$ cat config.mk
export PLATFORM = sky130hd
export DESIGN_NAME = distance_line_parser_top_flat
export DESIGN_NICKNAME = d
export VERILOG_FILES = /design/src/rtl/core/dlp_pkg.sv /design/src/rtl/core/dlp_ifs.sv /design/src/rtl/core/dlp_parser.sv /design/src/rtl/core/dlp_out_stage.sv /design/src/rtl/core/distance_line_parser_top.sv /design/src/flat_wrapper.sv
export SDC_FILE = /design/constraint.sdc
export NUM_CORES = 1
export LEC_CHECK = 0
export CAP_MARGIN = 10
export CORE_MARGIN = 2
export CORE_UTILIZATION = 45
export CTS_CLUSTER_SIZE = 25
export DETAILED_ROUTE_END_ITERATION = 8
export DONT_BUFFER_PORTS = 1
export PLACE_DENSITY = 0.57
export SYNTH_ARGS = -nofsm -noshare
export SYNTH_HDL_FRONTEND = slang
export SYNTH_SLANG_ARGS = --single-unit
$ cat constraint.sdc
create_clock -name clk -period 4.4 [get_ports clk]
set_input_delay 0.66 -clock clk [delete_from_list [all_inputs] [get_ports clk]]
set_output_delay 0.66 -clock clk [all_outputs]
set_load 0.005 [all_outputs]
$ cat src/rtl/core/dlp_pkg.sv
package dlp_pkg;

	localparam int LINE_BUFFER_SIZE = 64;
	localparam int PREFIX_LEN = 6;

	localparam logic [1:0] OP_BYTE = 2'd0;
	localparam logic [1:0] OP_ARM = 2'd1;
	localparam logic [1:0] OP_CLR_ALIVE = 2'd2;

	localparam logic [1:0] PH_SPACE = 2'd0;
	localparam logic [1:0] PH_SIGN = 2'd1;
	localparam logic [1:0] PH_DIGITS = 2'd2;
	localparam logic [1:0] PH_DONE = 2'd3;

	localparam logic [7:0] CH_NUL = 8'h00;
	localparam logic [7:0] CH_LF = 8'h0A;
	localparam logic [7:0] CH_CR = 8'h0D;
	localparam logic [7:0] CH_SPACE = 8'h20;
	localparam logic [7:0] CH_PLUS = 8'h2B;
	localparam logic [7:0] CH_COMMA = 8'h2C;
	localparam logic [7:0] CH_MINUS = 8'h2D;
	localparam logic [7:0] CH_ZERO = 8'h30;
	localparam logic [7:0] CH_NINE = 8'h39;
	localparam logic [7:0] CH_TAB = 8'h09;

	localparam logic [15:0] NO_COMMA_DIST = 16'hFFFF;

	typedef struct packed {
		logic [15:0] distance_mm;
		logic        distance_ready;
		logic        link_alive;
		logic        line_discarded;
	} result_t;

	function automatic logic [7:0] prefix_char(input logic [2:0] idx);
		logic [7:0] ch;
		case (idx)
			3'd0: ch = 8'h44;
			3'd1: ch = 8'h69;
			3'd2: ch = 8'h73;
			3'd3: ch = 8'h74;
			3'd4: ch = 8'h3A;
			3'd5: ch = 8'h20;
			default: ch = 8'h00;
		endcase
		return ch;
	endfunction

endpackage

$ cat src/rtl/core/dlp_ifs.sv
interface dlp_cmd_if;
	logic       valid;
	logic       ready;
	logic [1:0] op;
	logic [7:0] rx_byte;

	modport source (output valid, output op, output rx_byte, input ready);
	modport sink (input valid, input op, input rx_byte, output ready);
endinterface

interface dlp_res_if;
	logic        valid;
	logic        ready;
	logic [15:0] distance_mm;
	logic        distance_ready;
	logic        link_alive;
	logic        line_discarded;

	modport source (output valid, output distance_mm, output distance_ready,
		output link_alive, output line_discarded, input ready);
	modport sink (input valid, input distance_mm, input distance_ready,
		input link_alive, input line_discarded, output ready);
endinterface

$ cat src/rtl/core/dlp_parser.sv
module dlp_parser #(
	parameter int LINE_BUFFER_SIZE = dlp_pkg::LINE_BUFFER_SIZE
) (
	input  logic              clk,
	input  logic              arst_n,
	input  logic              en,
	input  logic [1:0]        op,
	input  logic [7:0]        rx_byte,
	output dlp_pkg::result_t  res
);

	localparam int LW = $clog2(LINE_BUFFER_SIZE);
	localparam logic [LW-1:0] LAST_IDX = LW'(LINE_BUFFER_SIZE - 1);
	localparam logic [LW-1:0] PREFIX_END = LW'(dlp_pkg::PREFIX_LEN);

	logic [LW-1:0] len_q, len_d;
	logic          pok_q, pok_d;
	logic [1:0]    phase_q, phase_d;
	logic          neg_q, neg_d;
	logic [15:0]   acc_q, acc_d;
	logic          comma_q, comma_d;
	logic          ended_q, ended_d;
	logic          ovf_q, ovf_d;
	logic [15:0]   dist_q, dist_d;
	logic          ready_q, ready_d;
	logic          alive_q, alive_d;
	logic          clear;
	logic          discard;
	logic          is_digit;
	logic          is_space;

	always_comb begin
		is_digit = rx_byte inside {[dlp_pkg::CH_ZERO:dlp_pkg::CH_NINE]};
		is_space = rx_byte == dlp_pkg::CH_SPACE || rx_byte inside {[dlp_pkg::CH_TAB:dlp_pkg::CH_CR]};
	end

	always_comb begin
		len_d = len_q;
		pok_d = pok_q;
		phase_d = phase_q;
		neg_d = neg_q;
		acc_d = acc_q;
		comma_d = comma_q;
		ended_d = ended_q;
		ovf_d = ovf_q;
		dist_d = dist_q;
		ready_d = ready_q;
		alive_d = alive_q;
		clear = 1'b0;
		discard = 1'b0;
		case (op)
			dlp_pkg::OP_BYTE: begin
				alive_d = 1'b1;
				if (!ready_q && rx_byte != dlp_pkg::CH_CR) begin
					if (ovf_q || len_q >= LAST_IDX) begin
						ovf_d = 1'b1;
						if (rx_byte == dlp_pkg::CH_LF) begin
							clear = 1'b1;
							discard = 1'b1;
						end
					end else begin
						len_d = len_q + LW'(1);
						if (!ended_q) begin
							if (len_q < PREFIX_END) begin
								if (rx_byte != dlp_pkg::prefix_char(len_q[2:0]))
									pok_d = 1'b0;
							end else if (phase_q != dlp_pkg::PH_DONE) begin
								if (is_digit) begin
									acc_d = (acc_q << 3) + (acc_q << 1)
										+ {12'd0, rx_byte[3:0]};
									phase_d = dlp_pkg::PH_DIGITS;
								end else if (phase_q == dlp_pkg::PH_SPACE && is_space) begin
									phase_d = phase_q;
								end else if (phase_q == dlp_pkg::PH_SPACE &&
									(rx_byte == dlp_pkg::CH_PLUS ||
									rx_byte == dlp_pkg::CH_MINUS)) begin
									neg_d = rx_byte == dlp_pkg::CH_MINUS;
									phase_d = dlp_pkg::PH_SIGN;
								end else begin
									phase_d = dlp_pkg::PH_DONE;
								end
							end
							if (rx_byte == dlp_pkg::CH_COMMA)
								comma_d = 1'b1;
							if (rx_byte == dlp_pkg::CH_NUL)
								ended_d = 1'b1;
						end
						if (rx_byte == dlp_pkg::CH_LF) begin
							clear = 1'b1;
							if (len_q < PREFIX_END || !pok_q) begin
								discard = 1'b1;
							end else begin
								if (comma_q)
									dist_d = neg_q ? (~acc_q + 16'd1) : acc_q;
								else
									dist_d = dlp_pkg::NO_COMMA_DIST;
								ready_d = 1'b1;
							end
						end
					end
				end
			end
			dlp_pkg::OP_ARM: begin
				ready_d = 1'b0;
				clear = 1'b1;
			end
			dlp_pkg::OP_CLR_ALIVE: begin
				alive_d = 1'b0;
			end
			default: begin
			end
		endcase
		if (clear) begin
			len_d = '0;
			pok_d = 1'b1;
			phase_d = dlp_pkg::PH_SPACE;
			neg_d = 1'b0;
			acc_d = '0;
			comma_d = 1'b0;
			ended_d = 1'b0;
			ovf_d = 1'b0;
		end
	end

	always_ff @(posedge clk or negedge arst_n) begin
		if (!arst_n) begin
			len_q <= '0;
			pok_q <= 1'b1;
			phase_q <= dlp_pkg::PH_SPACE;
			neg_q <= 1'b0;
			acc_q <= '0;
			comma_q <= 1'b0;
			ended_q <= 1'b0;
			ovf_q <= 1'b0;
			dist_q <= '0;
			ready_q <= 1'b0;
			alive_q <= 1'b0;
		end else if (en) begin
			len_q <= len_d;
			pok_q <= pok_d;
			phase_q <= phase_d;
			neg_q <= neg_d;
			acc_q <= acc_d;
			comma_q <= comma_d;
			ended_q <= ended_d;
			ovf_q <= ovf_d;
			dist_q <= dist_d;
			ready_q <= ready_d;
			alive_q <= alive_d;
		end
	end

	assign res.distance_mm = dist_d;
	assign res.distance_ready = ready_d;
	assign res.link_alive = alive_d;
	assign res.line_discarded = discard;

endmodule

$ cat src/rtl/core/dlp_out_stage.sv
module dlp_out_stage (
	input  logic             clk,
	input  logic             arst_n,
	input  logic             load,
	input  dlp_pkg::result_t data,
	output logic             free,
	dlp_res_if.source        res
);

	logic             valid_q;
	dlp_pkg::result_t data_q;

	assign free = !valid_q || res.ready;

	always_ff @(posedge clk or negedge arst_n) begin
		if (!arst_n) begin
			valid_q <= 1'b0;
		end else if (free) begin
			valid_q <= load;
		end
	end

	always_ff @(posedge clk) begin
		if (load && free) begin
			data_q <= data;
		end
	end

	assign res.valid = valid_q;
	assign res.distance_mm = data_q.distance_mm;
	assign res.distance_ready = data_q.distance_ready;
	assign res.link_alive = data_q.link_alive;
	assign res.line_discarded = data_q.line_discarded;

endmodule

$ cat src/rtl/core/distance_line_parser_top.sv
// distance line parser for a serial rangefinder link
// cmd channel: one item per received byte (op byte) or a control op (arm, clear alive)
// res channel: one item per cmd item, showing latched distance, ready flag,
//   alive flag and whether this byte ended a rejected or overlong line
// an accepted item is registered in an input stage, decoded by the parser
//   next-state logic and captured in the result register
// an item waits in the input stage while the result register is full; res.valid rises
//   once the item has been captured in the result register
// throughput: one item per cycle while res is not stalled, set by the parser update
//   (times-ten accumulate and prefix compare between input and result register)
// when res is stalled the result register holds its item, the input stage
//   holds the next one, and cmd.ready drops only once both are full
// reset clears the line state, latched distance, ready and alive flags,
//   and empties both stages
module distance_line_parser_top #(
	parameter int LINE_BUFFER_SIZE = dlp_pkg::LINE_BUFFER_SIZE
) (
	input  logic      clk,
	input  logic      arst_n,
	dlp_cmd_if.sink   cmd,
	dlp_res_if.source res
);

	logic             valid_s1;
	logic [1:0]       op_s1;
	logic [7:0]       byte_s1;
	logic             free;
	logic             go;
	dlp_pkg::result_t next_res;

	assign go = valid_s1 && free;
	assign cmd.ready = !valid_s1 || go;

	always_ff @(posedge clk or negedge arst_n) begin
		if (!arst_n) begin
			valid_s1 <= 1'b0;
		end else if (cmd.ready) begin
			valid_s1 <= cmd.valid;
		end
	end

	always_ff @(posedge clk) begin
		if (cmd.valid && cmd.ready) begin
			op_s1 <= cmd.op;
			byte_s1 <= cmd.rx_byte;
		end
	end

	dlp_parser #(
		.LINE_BUFFER_SIZE(LINE_BUFFER_SIZE)
	) u_parser (
		.clk(clk),
		.arst_n(arst_n),
		.en(go),
		.op(op_s1),
		.rx_byte(byte_s1),
		.res(next_res)
	);

	dlp_out_stage u_out (
		.clk(clk),
		.arst_n(arst_n),
		.load(valid_s1),
		.data(next_res),
		.free(free),
		.res(res)
	);

endmodule

$ cat src/flat_wrapper.sv
// flat-port wrapper written by rule: the top's interface ports become plain ports
module distance_line_parser_top_flat 
#(
	parameter int LINE_BUFFER_SIZE = dlp_pkg::LINE_BUFFER_SIZE
)
  (clk, arst_n, cmd_valid, cmd_op, cmd_rx_byte, cmd_ready, res_valid, res_distance_mm, res_distance_ready, res_link_alive, res_line_discarded, res_ready);
  dlp_cmd_if cmd_i ();
  dlp_res_if res_i ();
  input  logic clk;
  input  logic arst_n;
  input wire logic [$bits(cmd_i.valid)-1:0] cmd_valid;
  input wire logic [$bits(cmd_i.op)-1:0] cmd_op;
  input wire logic [$bits(cmd_i.rx_byte)-1:0] cmd_rx_byte;
  output wire logic [$bits(cmd_i.ready)-1:0] cmd_ready;
  output wire logic [$bits(res_i.valid)-1:0] res_valid;
  output wire logic [$bits(res_i.distance_mm)-1:0] res_distance_mm;
  output wire logic [$bits(res_i.distance_ready)-1:0] res_distance_ready;
  output wire logic [$bits(res_i.link_alive)-1:0] res_link_alive;
  output wire logic [$bits(res_i.line_discarded)-1:0] res_line_discarded;
  input wire logic [$bits(res_i.ready)-1:0] res_ready;
  assign cmd_i.valid = cmd_valid;
  assign cmd_i.op = cmd_op;
  assign cmd_i.rx_byte = cmd_rx_byte;
  assign cmd_ready = cmd_i.ready;
  assign res_valid = res_i.valid;
  assign res_distance_mm = res_i.distance_mm;
  assign res_distance_ready = res_i.distance_ready;
  assign res_link_alive = res_i.link_alive;
  assign res_line_discarded = res_i.line_discarded;
  assign res_i.ready = res_ready;
  distance_line_parser_top #(.LINE_BUFFER_SIZE(LINE_BUFFER_SIZE)) u_core (.clk(clk), .arst_n(arst_n), .cmd(cmd_i), .res(res_i));
endmodule
==> results of run 1 <==
registers in the layout, summed over array words and instances, names as in the netlist, 2 cells and up:
signal and flops:
u_core.u_parser.acc_q 16, u_core.u_out.res.distance_mm 16, u_core.u_parser.phase_q 2, u_core.u_parser.dist_q 16, u_core.byte_s1 8, u_core.op_s1 2, u_core.u_parser.len_q 6
final cells by class:
cell class / instances / area, sq um / share of cell area, %
multi-input combinational: 365 / 2550 / 49.5
sequential: 78 / 2100 / 40.7
tap: 136 / 170 / 3.30
clock buffer: 10 / 128 / 2.48
clock inverter: 6 / 93.8 / 1.82
inverter: 19 / 71.3 / 1.38
timing repair buffer: 3 / 42.5 / 0.825
cells in the mapped netlist, types with 3 or more instances:
master     instances  area [sq um]
mux2_2             3          33.8
nor2_2             5          31.3
nand2_1           53           199
and2_1            12          75.1
a21oi_2           14           123
xor2_1            19           166
o211ai_1           4          30.0
a31oi_1            7          43.8
nor2b_1            5          31.3
o21ai_0           43           215
nor3_1             5          25.0
edfxtp_1          29           871
o2111ai_1          3          26.3
dfrtp_1           48          1200
a21o_1             8          60.1
nand2b_1           4          25.0
clkbuf_1          10          37.5
inv_1             19          71.3
o31ai_1           15           113
ha_1              32           400
nor3b_1            3          22.5
nor2_1            33           124
nand4_1            4          25.0
or4_1              3          22.5
nand3b_1           4          30.0
and3_1             5          31.3
clkbuf_8           4          55.1
o21a_1             5          37.5
xnor2_1            7          61.3
nand3_1            8          40.0
o41ai_1            4          35.0
a21oi_1           17          85.1
stage by stage:
stage | instances | cell area (sq um)
CTS | 617 | 5160
finish | 617 | 5160
global placement | 600 | 4910
detailed placement | 600 | 4910
floorplan | 482 | 4870
global route | 617 | 5160
cell families after synthesis:
logic type               count (synthesis)  share of synthesized area, %
AO/OA/AOI/OAI                          143                          20.5
flip-flops                              78                          43.1
XOR/XNOR                                26                          4.68
buffers and inverters                   39                          4.50
multiplexers                             4                         0.899
AND/OR/NAND/NOR                        158                          17.3
adder cells (fa/ha/maj)                 34                          9.04
routing by layer:
metal  vias to the layer above  share of wire, %  global-route usage [%]
met5                         -                 0                       0
met4                         0               1.2                    5.22
met3                         9               4.0                    4.94
met2                        70                43                    26.0
met1                      1626                52                    27.9
li1                       1753                 -                       -
power breakdown:
group,total (W),switching [W],internal [W]
clock,0.000598,0.000273,0.000324
sequential,0.000908,0.0000889,0.000819
combinational,0.000567,0.000324,0.000243
how the worst min path moves through the flow:
stage,start,endpoint,slack (ps),cells after the start
2_1_floorplan,arst_n,u_core.u_out.res.valid$_DFFE_PN0P_,360,0
3_3_place_gp,arst_n,u_core.u_parser.acc_q[13]$_DFFE_PN0P_,370,0
3_5_place_dp,arst_n,u_core.u_parser.acc_q[13]$_DFFE_PN0P_,370,0
4_1_cts,arst_n,u_core.u_parser.pok_q$_DFFE_PN1P_,120,0
5_1_grt,arst_n,u_core.u_parser.pok_q$_DFFE_PN1P_,100,0
6_report,arst_n,u_core.u_parser.dist_q[11]$_DFFE_PN0P_,130,1
==> flow_metrics.py, run 1 <==
metrics = {
    "clocking": {
        "cts.sink_count": 78,
        "cts_max_path_buffers": 2,
        "cts_setup_buffers": 0,
        "clock_latency_ps": 360,
        "cts_tree": "built",
        "cts_buffers": 9,
        "clock-root-buffer": "clkbuf_8",
        "ctsResizeCount": 0,
        "cts_hold_buf": 1,
        "path_clk_slew_ps": 80,
        "htreeDepth": 3,
    },
    "worst_setup_path": {
        "startpoint": "u_core.byte_s1[5]$_DFFE_PP_",
        "regToRegStartpoint": "u_core.byte_s1[5]$_DFFE_PP_",
        "regToRegSetupSlack_ps": 1330,
        "cp.required_ps": 4690,
        "path_class": "flop to flop",
        "worstReg2RegEnd": "u_core.u_parser.dist_q[12]$_DFFE_PN0P_",
        "worst-path-max-fanout": 33,
        "cp-start-kind": "flop",
        "worst_path_max_delay_cell": "or4_1",
        "crit_buf_inv": 1,
        "cp.arrival_ps": 3360,
        "crit_family": "simple AND/OR/NAND/NOR gates",
        "crit_chain": "nor4_4, buf_4, nand4_2, or4_1, nor2_8, nor2_1, a31oi_1",
        "critPathMaxStageDelay_ps": 930,
        "rr_worst_depth": 7,
        "end_kind": "flop",
        "setup.worst_path.end": "u_core.u_parser.dist_q[12]$_DFFE_PN0P_",
        "cp.depth": 7,
    },
    "final_layout": {
        "fillers": 971,
        "utilization_pct": 49.5,
        "diodes": 0,
        "final_cell_mix": "nand2_1 (53), dfrtp_1 (48), o21ai_0 (43)",
        "final_common_cell": "nand2_1",
        "syn_to_final_growth_pct": 5.88,
        "nets": 524,
        "drive_above_1_share_pct": 11.4,
    },
    "yosys": {
        "synth_async_sr_flop_share_pct": 62.8,
        "yosysSeqAreaShare_pct": 43.1,
        "synth-edff-count": 29,
        "ys.flop_type": "dfrtp_1",
        "yosysWarnings": 0,
        "avgSynthCellArea_sq_um": 10.1,
        "ys_types": 69,
        "syn_inst": 482,
        "ys_seq_elements": 78,
        "synth_nets": 530,
        "syn-cell-area_sq_um": 4870,
    },
    "pwr": {
        "leakagePower_nw": 2.25,
        "ir_drop_uv": 243,
        "p_total_w": 0.00207,
        "powerDensity_nw_per_um2": 402,
    },
    "drt": {
        "drc": 0,
        "drt-initial-drc-count": 232,
        "vias": 3458,
        "wl_per_cell_um": 15.9,
        "wl_mm": 9.80,
        "dr.pass1.iters": 4,
        "vias_per_cell": 5.60,
        "ant_nets": 0,
    },
    "sta": {
        "hold_viol": 0,
        "fin_crit_ps": 3070,
        "rsz0062_at_grt": "false",
        "min_period_over_period_pct": 69.8,
        "setup_ws_ps": 1330,
        "whs_ps": 128,
        "maxSlewHeadroom_pct": 29.5,
        "clock-skew-final_ps": 11.6,
        "worst_pin_slew_ps": 1060,
        "setup_viol": 0,
        "finalMaxSlewViolations": 0,
        "fmax_mhz": 326,
        "tns_ps": 0,
    },
    "floorplan": {
        "num_rows": 37,
        "die_h_um": 108,
        "initial_utilization_pct": 46.8,
        "design.die.area_sq_um": 11700,
        "core_sq_um": 10400,
        "die_w_um": 108,
        "num_io_pins": 35,
    },
    "global_route": {
        "first_global_vias": 3154,
        "grt_max_degree": 49,
        "grt_pass1_wl_mm": 16.7,
        "antenna_found_initial": 0,
        "grtUsageTotal_pct": 18.5,
        "overflow": 0,
    },
    "outcome": {
        "status": "finished clean",
    },
    "hold_path": {
        "hold_path_class": "input pin to asynchronous set/reset pin",
    },
    "placed_design": {
        "place.gp.congestion": 0.865,
        "dp_hpwl_mm": 7.02,
        "dpl_worst_slack_ps": 1300,
        "port_buffers": 0,
    },
    "run": {
        "max-cap-violations": 0,
    },
}
Power figures use the tool's default switching activity.
==> run 2: changes to the inputs <==
- clock period: 4.4 -> 3.1 ns (I/O delays scaled with it)
==> flow_metrics.py, run 2 (synthesized netlist as in run 1, its figures left out) <==
metrics = {
    "outcome": {
        "status": "finished clean",
    },
    "hold_path": {
        "hp-start": "cmd_op[0]",
        "hold_end": "u_core.op_s1[0]$_DFFE_PP_",
        "hold_path_class": "input pin to flop",
        "whs_path_depth": 0,
    },
    "worst_setup_path": {
        "path_class": "flop to flop",
        "regToRegSetupSlack_ps": 270,
        "startpoint": "u_core.u_parser.acc_q[0]$_DFFE_PN0P_",
        "rr_worst_depth": 10,
        "regToRegStartpoint": "u_core.u_parser.acc_q[0]$_DFFE_PN0P_",
        "cp-start-kind": "flop",
        "cp.arrival_ps": 3100,
        "end_kind": "flop",
        "worst-path-max-fanout": 6,
        "cp.required_ps": 3370,
        "worstReg2RegEnd": "u_core.u_parser.acc_q[15]$_DFFE_PN0P_",
    },
    "final_layout": {
        "nets": 529,
        "final_common_cell": "nand2_1",
        "final_cell_mix": "nand2_1 (53), dfrtp_1 (48), o21ai_0 (43)",
        "multi_input_area_sq_um": 2560,
        "fillers": 958,
        "utilization_pct": 49.4,
        "diodes": 0,
        "regArea_sq_um": 2100,
        "drive_above_1_share_pct": 12.1,
        "final_cell_count_no_fill": 622,
        "syn_to_final_growth_pct": 5.68,
    },
    "sta": {
        "maxSlewHeadroom_pct": 48.0,
        "min_period_over_period_pct": 91.4,
        "fmax_mhz": 353,
        "finalMaxSlewViolations": 0,
        "tns_ps": 0,
        "clock-skew-final_ps": 8.80,
        "fin_crit_ps": 2830,
        "setup_ws_ps": 266,
        "worst_pin_slew_ps": 779,
        "rsz0062_at_grt": "false",
        "setup_viol": 0,
        "hold_viol": 0,
    },
    "clocking": {
        "path_clk_slew_ps": 80,
        "htreeDepth": 3,
        "cts_max_path_buffers": 2,
        "cts_tree": "built",
        "cts.sink_count": 78,
        "clock-root-buffer": "clkbuf_8",
        "clock_latency_ps": 360,
        "cts_buffers": 9,
    },
    "pwr": {
        "powerDensity_nw_per_um2": 538,
        "ir_drop_uv": 328,
        "leakagePower_nw": 2.24,
        "clockPowerShare_pct": 24.3,
        "p_seq_share_pct": 46.3,
        "switching_share_pct": 35.1,
        "p_sw_w": 0.000971,
        "combPwrFrac_pct": 29.4,
        "intPower_w": 0.00180,
    },
    "floorplan": {
        "initial_utilization_pct": 46.8,
        "die_h_um": 108,
        "die_w_um": 108,
        "num_io_pins": 35,
        "design.die.area_sq_um": 11700,
        "num_rows": 37,
        "core_sq_um": 10400,
    },
    "global_route": {
        "grt_max_degree": 50,
        "overflow": 0,
        "grt_pass1_wl_mm": 16.7,
        "first_global_vias": 3236,
        "grtUsageTotal_pct": 18.3,
        "antenna_found_initial": 0,
    },
    "placed_design": {
        "port_buffers": 0,
        "placed_cells": 604,
        "dpl_worst_slack_ps": 232,
        "place.gp.congestion": 0.857,
        "dp_hpwl_mm": 7.10,
    },
    "run": {
        "max-cap-violations": 0,
    },
    "drt": {
        "wl_per_cell_um": 15.9,
        "ant_nets": 0,
        "drt-initial-drc-count": 236,
        "vias": 3457,
        "wl_mm": 9.92,
        "drc": 0,
        "dr.pass1.iters": 7,
        "vias_per_cell": 5.56,
    },
}
==> run 2: cell count changes in the layout (fill, tap and decap cells not counted), sizes merged <==
cell	previous run	this run
clkinv	1	3
inv	21	20
bufinv	2	0
buf	3	7
clkinvlp	1	2
dlygate4sd3	0	1
==> run 2: through the flow <==
stage                     hold slack (ps)  power, W  area [sq um]
after detailed placement              170   0.00210          4940
after global placement                170   0.00208          4940
after CTS                             175   0.00281          5140
final                                 200   0.00277          5150
after floorplan                       169   0.00193          4870
after global routing                  173   0.00298          5150
==> run 2: final cells by class <==
class | count | area share, %
multi-input cells | 365 | 49.7
flip-flops and latches | 78 | 40.8
well taps | 136 | 3.31
clock buffers | 10 | 2.48
repair buffers | 8 | 1.60
inverters | 19 | 1.39
clock inverters | 6 | 0.729
==> run 2: worst max-delay path: stages, from the launching register on <==
cell      delay, ps
dfrtp_1         460
inv_1           120
fa_1            600
inv_1            60
ha_1            310
a211oi_1        200
o21ai_0         190
a31oi_2         320
o211ai_1        160
xnor2_1         150
o31ai_1         190
==> run 2: metal layers <==
metal  global-route usage [%]  share of wire [%]
met1                     27.9                 53
met2                     24.7                 42
met3                     5.00                4.1
met4                     6.50                1.5
met5                        0                  0
==> run 2: power groups by stage <==
| stage | clock network [W] | logic, W | registers (W) |
|---|---|---|---|
| floorplan | 0 | 0.000674 | 0.00125 |
| global placement | 0 | 0.000787 | 0.00129 |
| detailed placement | 0 | 0.000796 | 0.00130 |
| CTS | 0.000707 | 0.000820 | 0.00128 |
| global route | 0.000742 | 0.000942 | 0.00130 |
| finish | 0.000673 | 0.000814 | 0.00128 |
==> run 2: repair_timing <==
action / CTS / global route
hold buffers: 2 / 0
endpoints found under the hold margin: 49 / 0
endpoints found under the setup margin: 0 / 3
buffers inserted: 0 / 0
resized for setup: 0 / 1
==> run 2: worst max path at each step <==
stage | end | slack, ps
2_1_floorplan | u_core.u_parser.acc_q[13]$_DFFE_PN0P_ | 300
3_3_place_gp | u_core.u_parser.acc_q[13]$_DFFE_PN0P_ | 330
3_5_place_dp | u_core.u_parser.acc_q[15]$_DFFE_PN0P_ | 230
4_1_cts | u_core.u_parser.acc_q[15]$_DFFE_PN0P_ | 210
5_1_grt | u_core.u_parser.acc_q[11]$_DFFE_PN0P_ | 10
6_report | u_core.u_parser.acc_q[15]$_DFFE_PN0P_ | 270
==> run 3: changes to the inputs <==
- clock period: 3.1 -> 3 ns (I/O delays scaled with it)
==> flow_metrics.py, run 3 (synthesized netlist as in run 1, its figures left out) <==
metrics = {
    "sta": {
        "fin_crit_ps": 2740,
        "hold_viol": 0,
        "worst_pin_slew_ps": 822,
        "maxSlewHeadroom_pct": 44.4,
        "finalMaxSlewViolations": 0,
        "fmax_mhz": 365,
        "tns_ps": 0,
        "clock-skew-final_ps": 8.68,
        "rsz0062_at_grt": "false",
        "setup_viol": 0,
        "min_period_over_period_pct": 91.3,
    },
    "hold_path": {
        "hold_path_class": "input pin to flop",
        "whs_path_depth": 0,
        "hp-start": "cmd_rx_byte[0]",
    },
    "worst_setup_path": {
        "rr_worst_depth": 10,
        "regToRegSetupSlack_ps": 260,
        "cp.arrival_ps": 3010,
        "worst-path-max-fanout": 4,
        "worstReg2RegEnd": "u_core.u_parser.acc_q[11]$_DFFE_PN0P_",
        "cp.required_ps": 3270,
        "setup.worst_path.end": "u_core.u_parser.acc_q[11]$_DFFE_PN0P_",
        "cp-start-kind": "flop",
        "end_kind": "flop",
        "startpoint": "u_core.u_parser.acc_q[0]$_DFFE_PN0P_",
        "path_class": "flop to flop",
        "regToRegStartpoint": "u_core.u_parser.acc_q[0]$_DFFE_PN0P_",
    },
    "clocking": {
        "cts_setup_buffers": 0,
        "cts_buffers": 9,
        "path_clk_slew_ps": 80,
        "clock_latency_ps": 360,
        "cts_tree": "built",
        "cts.sink_count": 78,
        "htreeDepth": 3,
        "cts_max_path_buffers": 2,
        "clock-root-buffer": "clkbuf_8",
    },
    "pwr": {
        "ir_drop_uv": 349,
        "leakagePower_nw": 2.26,
        "powerDensity_nw_per_um2": 555,
    },
    "drt": {
        "vias": 3488,
        "vias_per_cell": 5.58,
        "drc": 0,
        "dr.pass1.iters": 5,
        "top_layer_used": "met4",
        "dr_wl_met2_mm": 4.29,
        "met1_length_mm": 5.10,
        "wl_mm": 9.91,
        "wl_per_cell_um": 15.9,
        "drt-initial-drc-count": 231,
        "met3RoutedLength_um": 460,
        "ant_nets": 0,
    },
    "floorplan": {
        "initial_utilization_pct": 46.8,
        "num_rows": 37,
        "design.die.area_sq_um": 11700,
        "die_w_um": 108,
        "num_io_pins": 35,
        "die_h_um": 108,
        "core_sq_um": 10400,
    },
    "final_layout": {
        "utilization_pct": 49.7,
        "nets": 532,
        "final_cell_mix": "nand2_1 (53), dfrtp_1 (48), o21ai_0 (43)",
        "diodes": 0,
        "final_common_cell": "nand2_1",
        "syn_to_final_growth_pct": 6.27,
        "drive_above_1_share_pct": 12.3,
    },
    "global_route": {
        "antenna_found_initial": 0,
        "first_global_vias": 3351,
        "overflow": 0,
        "grtUsageTotal_pct": 19.0,
        "grt_pass1_wl_mm": 17.1,
        "grt_max_degree": 50,
    },
    "placed_design": {
        "port_buffers": 0,
        "dp_hpwl_mm": 7.01,
        "place.gp.congestion": 0.846,
    },
    "outcome": {
        "status": "finished clean",
    },
    "run": {
        "max-cap-violations": 0,
    },
}
[run 3: cell count changes in the layout (fill, tap and decap cells not counted)]
cell	previous run	this run
clkinvlp_4	2	1
clkinv_1	1	2
a31oi_2	1	0
a31oi_1	6	7
buf_12	0	1
buf_4	6	8
clkinv_2	2	1
clkinv_4	0	1
[run 3: layout make-up]
type,count,area (sq um)
tap,136,170
inverter,19,71.3
timing repair buffer,11,118
multi-input combinational,365,2550
fill,941,5240
clock buffer,10,128
sequential,78,2100
clock inverter,6,37.5
[run 3: what timing repair did]
item / 4_1_cts / 5_1_grt
hold buffers: 2 / 0
endpoints found under the hold margin: 49 / 0
gates resized for setup: 0 / 0
[run 3: how the worst min path moves through the flow]
stage / to / slack (ps)
global placement: u_core.u_parser.acc_q[12]$_DFFE_PN0P_ / 160
global route: u_core.byte_s1[4]$_DFFE_PP_ / 140
CTS: u_core.byte_s1[2]$_DFFE_PP_ / 150
detailed placement: u_core.u_parser.acc_q[12]$_DFFE_PN0P_ / 160
finish: u_core.byte_s1[0]$_DFFE_PP_ / 180
floorplan: u_core.u_out.res.valid$_DFFE_PN0P_ / 150
[run 3: layer usage]
| metal | GRT usage (%) | vias to the layer above |
|---|---|---|
| met4 | 5.31 | 0 |
| li1 | - | 1763 |
| met5 | 0 | - |
| met1 | 27.7 | 1638 |
| met2 | 27.1 | 83 |
| met3 | 6.33 | 4 |
[run 3: power by group]
| group | internal [W] | leakage [nW] | switching [W] |
|---|---|---|---|
| clock | 0.000298 | 0.0817 | 0.000400 |
| sequential | 0.00120 | 0.946 | 0.000108 |
| combinational | 0.000370 | 1.24 | 0.000493 |
| total | 0.00187 | 2.26 | 0.00100 |
[run 3: through the flow]
step,power [W],setup WS (ps),cell area [sq um],instances,hold WS [ps]
finish,0.00287,262,5170,625,179
global route,0.00311,35.9,5170,625,144
floorplan,0.00199,195,4870,482,154
CTS,0.00291,254,5170,625,155
detailed placement,0.00218,267,4970,607,157
global placement,0.00217,346,4970,607,156
[run 3: worst max-delay path, stage by stage (launching register included)]
cell and delay [ps]:
dfrtp_1 350, inv_1 80, fa_1 590, inv_1 60, ha_1 300, a211oi_1 200, o21ai_0 150, a31oi_1 380
o21ai_0 190, xnor2_1 150, o31ai_1 210
